[src/hw/rtl/bdq_pkg.sv]
// ----------------------------------------------------------------------------
// bdq_pkg
// Types, widths and the saturating add shared by the 4-bit dequant GEMV block.
// ----------------------------------------------------------------------------
package bdq_pkg;

  localparam int ACT_W       = 16;
  localparam int SCALE_W     = 16;
  localparam int ACC_W       = 48;
  localparam int NIB_W       = 4;
  localparam int BYTE_W      = 2 * NIB_W;
  localparam int Q_W         = NIB_W + 1;
  localparam int QS_W        = Q_W + SCALE_W + 1;
  localparam int PROD_W      = QS_W + ACT_W;
  localparam int ROW_TOT_W   = 13;
  localparam int ROW_IDX_W   = 12;

  localparam logic [NIB_W-1:0]     NIB_OFFSET    = NIB_W'(8);
  localparam logic [ROW_TOT_W-1:0] ROW_TOTAL_MAX = ROW_TOT_W'(4096);

  typedef enum logic [2:0] {
    ST_IDLE,
    ST_MUL_SCALE,
    ST_MUL_ACT,
    ST_ACC_EVEN,
    ST_ACC_ODD
  } state_t;

  // lane stage strobes
  typedef struct packed {
    logic load;
    logic mul_scale;
    logic mul_act;
  } lane_ctl_t;

  // merge stage strobes
  typedef struct packed {
    logic add_even;
    logic add_odd;
    logic emit;
  } merge_ctl_t;

  typedef struct packed {
    logic signed [ACC_W-1:0] value;
    logic                    sat;
  } sat_sum_t;

  // Add a product into the accumulator, clamping to the signed range.
  function automatic sat_sum_t sat_add(input logic signed [ACC_W-1:0]  acc,
                                       input logic signed [PROD_W-1:0] prod);
    logic signed [ACC_W:0] sum;
    sat_sum_t              res;
    sum = (ACC_W+1)'(acc) + (ACC_W+1)'(prod);
    if (sum[ACC_W] != sum[ACC_W-1]) begin
      res.sat   = 1'b1;
      res.value = sum[ACC_W] ? {1'b1, {(ACC_W-1){1'b0}}} : {1'b0, {(ACC_W-1){1'b1}}};
    end else begin
      res.sat   = 1'b0;
      res.value = sum[ACC_W-1:0];
    end
    return res;
  endfunction

endpackage

[src/hw/rtl/bdq_lane.sv]
// ----------------------------------------------------------------------------
// bdq_lane
// One dequant lane: offset nibble times block scale, then times activation.
// ----------------------------------------------------------------------------
module bdq_lane (
  input  logic                             clk,
  input  bdq_pkg::lane_ctl_t               ctl,
  input  logic [bdq_pkg::NIB_W-1:0]        nibble,
  input  logic [bdq_pkg::SCALE_W-1:0]      scale,
  input  logic signed [bdq_pkg::ACT_W-1:0] act,
  input  logic                             en,
  output logic signed [bdq_pkg::PROD_W-1:0] prod
);
  import bdq_pkg::*;

  logic signed [Q_W-1:0]   q;
  logic [SCALE_W-1:0]      scale_r;
  logic signed [ACT_W-1:0] act_r;
  logic                    en_r;
  logic signed [QS_W-1:0]  qs;
  logic signed [QS_W-1:0]  q_ext;
  logic signed [QS_W-1:0]  scale_ext;

  assign q_ext     = QS_W'(q);
  assign scale_ext = $signed(QS_W'(scale_r));

  always_ff @(posedge clk) begin
    if (ctl.load) begin
      q       <= $signed({1'b0, nibble}) - $signed({1'b0, NIB_OFFSET});
      scale_r <= scale;
      act_r   <= act;
      en_r    <= en;
    end
    if (ctl.mul_scale) begin
      qs <= q_ext * scale_ext;
    end
    if (ctl.mul_act) begin
      // drop the contribution of a missing column
      prod <= en_r ? (PROD_W'(qs) * PROD_W'(act_r)) : '0;
    end
  end

endmodule

[src/hw/rtl/bdq_merge.sv]
// ----------------------------------------------------------------------------
// bdq_merge
// Row accumulator: merges the lane products, tracks rows, holds the result.
// ----------------------------------------------------------------------------
module bdq_merge (
  input  logic                              clk,
  input  logic                              rst,
  input  bdq_pkg::merge_ctl_t               ctl,
  input  logic signed [bdq_pkg::PROD_W-1:0] prod_even,
  input  logic signed [bdq_pkg::PROD_W-1:0] prod_odd,
  input  logic                              cfg_we,
  input  logic [bdq_pkg::ROW_TOT_W-1:0]     cfg_data,
  input  logic                              out_ready,
  output logic                              out_valid,
  output logic signed [bdq_pkg::ACC_W-1:0]  row_sum,
  output logic [bdq_pkg::ROW_IDX_W-1:0]     row_index,
  output logic                              last_row,
  output logic                              overflow
);
  import bdq_pkg::*;

  logic signed [ACC_W-1:0] acc;
  logic                    sat;
  logic [ROW_IDX_W-1:0]    row_cnt;
  logic [ROW_TOT_W-1:0]    row_total;
  logic [ROW_TOT_W-1:0]    total_eff;
  logic                    is_last;
  sat_sum_t                even_sum;
  sat_sum_t                odd_sum;

  assign even_sum = sat_add(acc, prod_even);
  assign odd_sum  = sat_add(acc, prod_odd);

  always_comb begin
    if (row_total == '0) begin
      total_eff = ROW_TOT_W'(1);
    end else if (row_total > ROW_TOTAL_MAX) begin
      total_eff = ROW_TOTAL_MAX;
    end else begin
      total_eff = row_total;
    end
  end

  assign is_last = {1'b0, row_cnt} >= (total_eff - ROW_TOT_W'(1));

  always_ff @(posedge clk) begin
    if (rst) begin
      acc       <= '0;
      sat       <= 1'b0;
      row_cnt   <= '0;
      row_total <= ROW_TOTAL_MAX;
      out_valid <= 1'b0;
    end else begin
      if (cfg_we) begin
        row_total <= cfg_data;
      end
      if (ctl.add_even) begin
        acc <= even_sum.value;
        sat <= sat | even_sum.sat;
      end
      if (ctl.add_odd) begin
        if (ctl.emit) begin
          // close the row
          acc     <= '0;
          sat     <= 1'b0;
          row_cnt <= is_last ? '0 : row_cnt + ROW_IDX_W'(1);
        end else begin
          acc <= odd_sum.value;
          sat <= sat | odd_sum.sat;
        end
      end
      if (ctl.add_odd && ctl.emit) begin
        out_valid <= 1'b1;
      end else if (out_ready) begin
        out_valid <= 1'b0;
      end
    end
  end

  always_ff @(posedge clk) begin
    if (ctl.add_odd && ctl.emit) begin
      row_sum   <= odd_sum.value;
      row_index <= row_cnt;
      last_row  <= is_last;
      overflow  <= sat | odd_sum.sat;
    end
  end

endmodule

[src/hw/rtl/block_4bit_dequant_gemv.sv]
// ----------------------------------------------------------------------------
// block_4bit_dequant_gemv
// Row-streaming dot product over 4-bit block-quantized weights.
// ----------------------------------------------------------------------------
//  channel | signals                                           | transfer
//  --------+---------------------------------------------------+------------------
//  in      | weight_byte block_scale act_even act_odd          | in_valid&in_ready
//          | odd_valid row_end                                 |
//  out     | row_sum row_index last_row overflow               | out_valid&out_ready
//  cfg     | cfg_data (row_total)                              | cfg_we
//
// Each transaction steps through accept, scale multiply, activation
// multiply (both lanes in parallel), then the even add and the odd add into
// the saturating accumulator, one after the other. A new transaction is taken
// right after. A row sum is registered on the output by its row end's odd add.
// The final step of a row end waits while the output register is still full.
// Synchronous reset clears the accumulator and row counter and sets
// row_total to 4096.
// ----------------------------------------------------------------------------
module block_4bit_dequant_gemv (
  input  logic                              clk,
  input  logic                              rst,
  input  logic                              in_valid,
  output logic                              in_ready,
  input  logic [bdq_pkg::BYTE_W-1:0]        weight_byte,
  input  logic [bdq_pkg::SCALE_W-1:0]       block_scale,
  input  logic signed [bdq_pkg::ACT_W-1:0]  act_even,
  input  logic signed [bdq_pkg::ACT_W-1:0]  act_odd,
  input  logic                              odd_valid,
  input  logic                              row_end,
  output logic                              out_valid,
  input  logic                              out_ready,
  output logic signed [bdq_pkg::ACC_W-1:0]  row_sum,
  output logic [bdq_pkg::ROW_IDX_W-1:0]     row_index,
  output logic                              last_row,
  output logic                              overflow,
  input  logic                              cfg_we,
  input  logic [bdq_pkg::ROW_TOT_W-1:0]     cfg_data
);
  import bdq_pkg::*;

  state_t                  state;
  state_t                  state_next;
  lane_ctl_t               lane_ctl;
  merge_ctl_t              merge_ctl;
  logic                    row_end_r;
  logic                    out_free;
  logic                    odd_fire;
  logic signed [PROD_W-1:0] prod_even;
  logic signed [PROD_W-1:0] prod_odd;

  assign out_free = !out_valid || out_ready;
  assign odd_fire = (state == ST_ACC_ODD) && (!row_end_r || out_free);

  always_ff @(posedge clk) begin
    if (rst) begin
      state <= ST_IDLE;
    end else begin
      state <= state_next;
    end
  end

  always_ff @(posedge clk) begin
    if (lane_ctl.load) begin
      row_end_r <= row_end;
    end
  end

  always_comb begin
    state_next = state;
    unique case (state)
      ST_IDLE:      if (in_valid) state_next = ST_MUL_SCALE;
      ST_MUL_SCALE: state_next = ST_MUL_ACT;
      ST_MUL_ACT:   state_next = ST_ACC_EVEN;
      ST_ACC_EVEN:  state_next = ST_ACC_ODD;
      ST_ACC_ODD:   if (odd_fire) state_next = ST_IDLE;
      default:      state_next = ST_IDLE;
    endcase
  end

  always_comb begin
    in_ready            = (state == ST_IDLE);
    lane_ctl.load       = (state == ST_IDLE) && in_valid;
    lane_ctl.mul_scale  = (state == ST_MUL_SCALE);
    lane_ctl.mul_act    = (state == ST_MUL_ACT);
    merge_ctl.add_even  = (state == ST_ACC_EVEN);
    merge_ctl.add_odd   = odd_fire;
    merge_ctl.emit      = row_end_r;
  end

  bdq_lane u_lane_even (
    .clk    (clk),
    .ctl    (lane_ctl),
    .nibble (weight_byte[NIB_W-1:0]),
    .scale  (block_scale),
    .act    (act_even),
    .en     (1'b1),
    .prod   (prod_even)
  );

  bdq_lane u_lane_odd (
    .clk    (clk),
    .ctl    (lane_ctl),
    .nibble (weight_byte[BYTE_W-1:NIB_W]),
    .scale  (block_scale),
    .act    (act_odd),
    .en     (odd_valid),
    .prod   (prod_odd)
  );

  bdq_merge u_merge (
    .clk       (clk),
    .rst       (rst),
    .ctl       (merge_ctl),
    .prod_even (prod_even),
    .prod_odd  (prod_odd),
    .cfg_we    (cfg_we),
    .cfg_data  (cfg_data),
    .out_ready (out_ready),
    .out_valid (out_valid),
    .row_sum   (row_sum),
    .row_index (row_index),
    .last_row  (last_row),
    .overflow  (overflow)
  );

endmodule

[config.mk]
export PLATFORM = sky130hd
export DESIGN_NAME = block_4bit_dequant_gemv
export DESIGN_NICKNAME = d
export VERILOG_FILES = /design/src/hw/rtl/bdq_pkg.sv /design/src/hw/rtl/bdq_lane.sv /design/src/hw/rtl/bdq_merge.sv /design/src/hw/rtl/block_4bit_dequant_gemv.sv
export SDC_FILE = /design/constraint.sdc
export NUM_CORES = 2
export LEC_CHECK = 0
export BUFFER_PORTS_ARGS = -buffer_cell sky130_fd_sc_hd__buf_2
export CORE_ASPECT_RATIO = 0.8
export CORE_MARGIN = 2
export CORE_UTILIZATION = 47
export CTS_CLUSTER_DIAMETER = 120
export DETAILED_ROUTE_END_ITERATION = 7
export SKIP_CTS_REPAIR_TIMING = 1
export SYNTH_ARGS = -nofsm -noshare
export SYNTH_HDL_FRONTEND = slang
export SYNTH_SLANG_ARGS = --single-unit
[constraint.sdc]
create_clock -name clk -period 8.83 [get_ports clk]
set_input_delay 0.4415 -clock clk [delete_from_list [all_inputs] [get_ports clk]]
set_output_delay 0.4415 -clock clk [all_outputs]
set_load 0.02 [all_outputs]
Word-level counts from Yosys, hierarchy flattened
Cells that the tools add are included.
- register bits: 320
- input port bits: 76
- output and inout bits: 64
- logic and storage cells: 74
- add/subtract/negate cells: 6
- multiply operators: 4
- order comparisons: 2
- equality and inequality tests: 8
- muxes and demuxes: 18
- bitwise logic cells: 2
- reductions and logical operators: 13
- operator list (operator ; count):
    48-bit 2-to-1 mux ; 5
    48-bit by 38-bit adder with 49-bit output ; 2
    49-bit 2-to-1 mux ; 2
    22-bit by 16-bit multiplier with 38-bit output ; 2
    5-bit by 17-bit multiplier with 22-bit output ; 2
    13-bit 2-to-1 mux ; 2
    3-bit case mux with 5 select lines ; 1
    12-bit by 13-bit greater-or-equal comparator with 1-bit output ; 1
    13-bit > comparator (second input constant) ; 1
    13-bit zero test ; 1
    13-bit by 1-bit subtractor with 13-bit output (second input constant) ; 1
    12-bit by 1-bit adder with 12-bit output (second input constant) ; 1
    12-bit 2-to-1 mux ; 1
    4-bit by 4-bit subtractor with 5-bit output (second input constant) ; 2
    3-bit by 2-bit equality test with 1-bit output (second input constant) ; 2
    3-bit 2-to-1 mux ; 2
    1-bit 2-to-1 mux ; 5
    2-bit != test (second input constant) ; 2
    2-bit AND reduction ; 2
    2-bit nonzero test ; 2
    3-bit by 1-bit equality test with 1-bit output (second input constant) ; 1
    3-bit equality test (second input constant) ; 1
    1-bit logical AND ; 3
    3-bit zero test ; 1
    4 further kinds ; 8

Logic depth before layout (Yosys ltp)
- word-level depth: 6
- depth in mapped cells: 26
- depth with buffers taken out: 25

Hierarchy
Synthesis repeated with hierarchy kept, for this count alone.
- cell total of the unflattened synthesis: 5234
- area total of the unflattened synthesis: 48889.4 um^2
- by module, submodules not included (module ; times used ; cells each ; area each (um^2) ; sequential area each (um^2)):
    bdq_lane (u_lane_even) ; 1 ; 1892 ; 18455.2 ; 2912.8
    bdq_lane (u_lane_odd) ; 1 ; 1876 ; 18438.9 ; 2912.8
    bdq_merge ; 1 ; 1446 ; 11798.8 ; 3363.2
    block_4bit_dequant_gemv ; 1 ; 20 ; 196.4 ; 90.1

Least setup slack after synthesis
Ideal clock, no wire load.
- kind: register -> register
- start: register u_lane_odd.qs[11]
- end: register u_lane_odd.prod[36] in the netlist's numbering, data pin
- library setup time: 0.255 ns
- arrival time: 6.266 ns
- data required time: 8.575 ns
- setup slack: 2.310 ns
- cell stages (with the launch flop): 23
- path buffers: 1
- period minus slack after synthesis: 6.520 ns
- cell sequence: edfxtp_1 > clkbuf_1 > nand2_1 > fa_1 > inv_1 > fa_1 > fa_1 > fa_1 > fa_1 > inv_1 > fa_1 > inv_1 > ha_1 > o21a_1 > and3_1 > a211oi_1 > a2111oi_0 > nor2_1 > o21ai_0 > o41ai_1 > o21ai_0 > xor2_1 > and2_1
- cells in the longest elaborated chain, start to end: 1
- ends and longest elaborated chain (item ; RTL line ; source):
    from (decl) ; bdq_lane.sv:20 ; logic signed [QS_W-1:0] qs;
    from (signal assigned) ; bdq_lane.sv:35 ; qs <= q_ext * scale_ext;
    22-bit by 16-bit multiplier with 38-bit output ; bdq_lane.sv:39 ; prod <= en_r ? (PROD_W'(qs) * PROD_W'(act_r)) : '0;
    to (signal assigned) ; bdq_lane.sv:39 ;
    to (decl) ; bdq_lane.sv:12 ; output logic signed [bdq_pkg::PROD_W-1:0] prod
No other way between the ends.
A chain may end at the register's enable or synchronous reset.

Worst setup path after layout
- start: register u_lane_odd.act_r[4]
- end: register u_lane_odd.prod[36] in the netlist's numbering, data pin
- cells in the longest elaborated chain, start to end: 1
- ends and longest elaborated chain (item ; RTL line ; source):
    from (decl) ; bdq_lane.sv:18 ; logic signed [ACT_W-1:0] act_r;
    from (signal assigned) ; bdq_lane.sv:31 ; act_r <= act;
    22-bit by 16-bit multiplier with 38-bit output ; bdq_lane.sv:39 ;
No other way between the ends.

==> summary.md <==
| Metric | Value |
|---|---|
| Most common cell in the synthesized netlist | inv_1 |
| Post-DP HPWL | 98600 µm |
| Clk sinks | 318 |
| Non-filler cells, final | 6430 |
| Syn Std Cell Area | 47500 µm² |
| Slew Limit Fails | 0 |
| Clock Skew | 0.0396 ns |
| Setup_tns | 0 ns |
| Setup WS pre-CTS | 1.23 ns |
| Tmin final | 7.58 ns |
| Routed vias/inst | 5.37 |
| Initial Util | 47.3% |
| Cell taking the most area after synthesis | fa_1 |
| Top-area cell type share of the netlist area | 32.9% |
| Die Wd | 359 µm |
| Max Buffers Root-to-Sink | 3 |
| Crit share post-route | 85.9% |
| Synth unique cells | 92 |
| Syn Nets | 6285 |
| Slew margin rel. | 20.6% |
| Top area cells in the synthesized netlist | fa_1 (33%), edfxtp_1 (15%), ha_1 (10%) |
| Fmax achieved | 0.132 GHz |
| Initial detailed-routing violation count | 2695 |
| RSZ-0062 raised after global routing | false |
| Die area | 104000 µm² |
| GRT overflow | 0 |
| Number of I/O port buffers | 139 |
| Largest net degree at the start of global routing | 78 |
| Core area | 100000 µm² |
| Initial antenna violation count | 1 |
| Outcome | completed |
| First-pass GRT wire length | 200000 µm |
| Yosys warns | 0 |
| Max FO, Critical Path | 22 |
| Multi-input gate area | 34400 µm² |
| Hold WC Path Type | primary input to flop |
| Die height | 288 µm |
| Critical path required time | 9.19 ns |
| Final hold vios | 0 |
| Clk root buf | clkbuf_16 |
| Htree depth | 2 |
| Rows | 104 |
| Startpoint types | flop |
| GRT Total Usage | 24.6% |
| Number of detailed-route iterations in the first pass | 5 |
| Reg area | 8770 µm² |
| CTS tree | built |
| Worst Path Class, Setup | flop to flop |
| Dominant synthesized flop cell | edfxtp_1 |
| Io pins | 140 |
| Number of buffers created by CTS | 41 |
| Placed Instances | 6340 |
| Worst endpoint data arrival time | 7.94 ns |
| Vias | 34500 |
| Max Cap Viol | 0 |
| Wire length per cell | 19.1 µm |
| Routed WL | 123000 µm |
| Critical Path End Type | flop |
| Layout cell share with drive strength beyond 1 | 5.45% |
| Post-synth EDFFs | 240 |
| Post-route DRC | 0 |
| Vias in the first global route | 35400 |
| Post-synthesis register bit count | 318 |
| Slew @ Worst Pin | 1.19 ns |
| Area grow syn2layout | 7.31% |
| # fillers | 9282 |
| Antenna Nets Post-Route | 0 |
| Endpoints failing setup | 0 |
| Layout net count | 6314 |
| RD Place Congestion | 0.918 |
| Cell count after synthesis | 5043 |
| Setup ws final | 1.25 ns |
| Synthesized area per cell | 9.42 µm² |
| Sequential fraction of the synthesis area | 18.5% |
| FFs w/ async S/R, synth | 0% |
| Clk slew on worst S/H paths | 0.06 ns |
| Clk_lat worst skew | 0.61 ns |
| Commonest cells post-synth | inv_1 (957), fa_1 (780), nand2_1 (572) |
## cell families (layout without fill, tap and decap cells)
kind of cell | count (synthesis) | after routing | share of synthesized area, %
compound gates | 689 | 689 | 9.73
xor+xnor | 205 | 205 | 3.78
fa+ha+maj | 1166 | 1166 | 43.1
buf+inv | 1150 | 1211 | 9.16
flops | 318 | 318 | 18.5
mux | 24 | 24 | 0.532
other cells | 0 | 1 | 0
simple gates | 1491 | 1491 | 15.3
## worst paths after layout
kind | start | endpoint | slack (ns) | depth (start not counted)
setup / recovery | u_lane_odd.act_r[4] | u_lane_odd.prod[36] | 1.25 | 23
hold / removal | act_odd[0] | u_lane_odd.act_r[0] | 0.01 | 1
setup reg to reg | u_lane_odd.act_r[4] | u_lane_odd.prod[36] | 1.25 | 23
hold reg to reg | u_merge.sat | u_merge.sat | 0.47 | 2
## layout by cell type, fill, tap and decap left out, types with 69 or more instances in the layout
cell type and count:
nor2_1 217, edfxtp_1 240, xnor2_1 137, a21o_1 99, nor3_1 81, fa_1 780
a21oi_1 187, ha_1 386, nand2b_1 69, nand2_1 572, and2_1 381, buf_2 139
o21ai_0 114, dfxtp_1 78, inv_1 957
## sequential cells by signal, indices dropped and copies added, names as in the netlist, 13 cells and up
register and flops:
u_lane_even.act_r 16, u_lane_even.prod 38, u_lane_even.qs 22, u_lane_odd.act_r 16, u_lane_odd.prod 38, u_lane_odd.qs 22
u_lane_odd.scale_r 16, u_merge.acc 48, u_merge.row_sum 48, u_merge.row_total 13
## area by class of cell
cell class	count	share of cell area [%]
Antenna cell	1	0.00491
Clock buffer	50	2.20
Clock inverter	25	0.764
Inverter	959	7.06
Multi-Input combinational cell	3575	67.5
Sequential cell	318	17.2
Tap cell	1325	3.25
Timing Repair Buffer	177	1.99
## through the flow
stage | hold slack [ns] | cell area [µm²] | utilization (%)
after floorplan | 0.438 | 47500 | -
final | 0.0138 | 51000 | 50.8
after CTS | -0.0207 | 50800 | 50.6
after global routing | 0.000409 | 50900 | 50.8
after global placement | 0.459 | 49300 | 49.1
after detailed placement | 0.466 | 49300 | 49.1
## critical path, cell delays in order (launching register included)
cell       delay (ns)
edfxtp_1         0.89
nand2_1          0.19
fa_1             0.59
inv_1            0.05
fa_1             0.46
fa_1             0.50
fa_1             0.51
fa_1             0.49
inv_1            0.05
fa_1             0.48
inv_1            0.05
ha_1             0.30
o21a_1           0.15
a21oi_1          0.14
nor2b_1          0.06
a211oi_1         0.50
a2111oi_0        0.23
buf_4            0.20
nor2_1           0.18
o21ai_0          0.20
o41ai_1          0.59
o21ai_0          0.21
xor2_1           0.17
and2_1           0.16
## metal layers
layer,track usage [%],vias up,wire length (µm)
met5,0,-,0
met4,3.77,0,1640
met3,4.67,93,10600
met2,35.8,1118,50000
met1,38.4,17200,60800
li1,-,16100,-
Power is not shown: default switching activity piles up to over one toggle a cycle in this logic, so the estimate is an artifact.
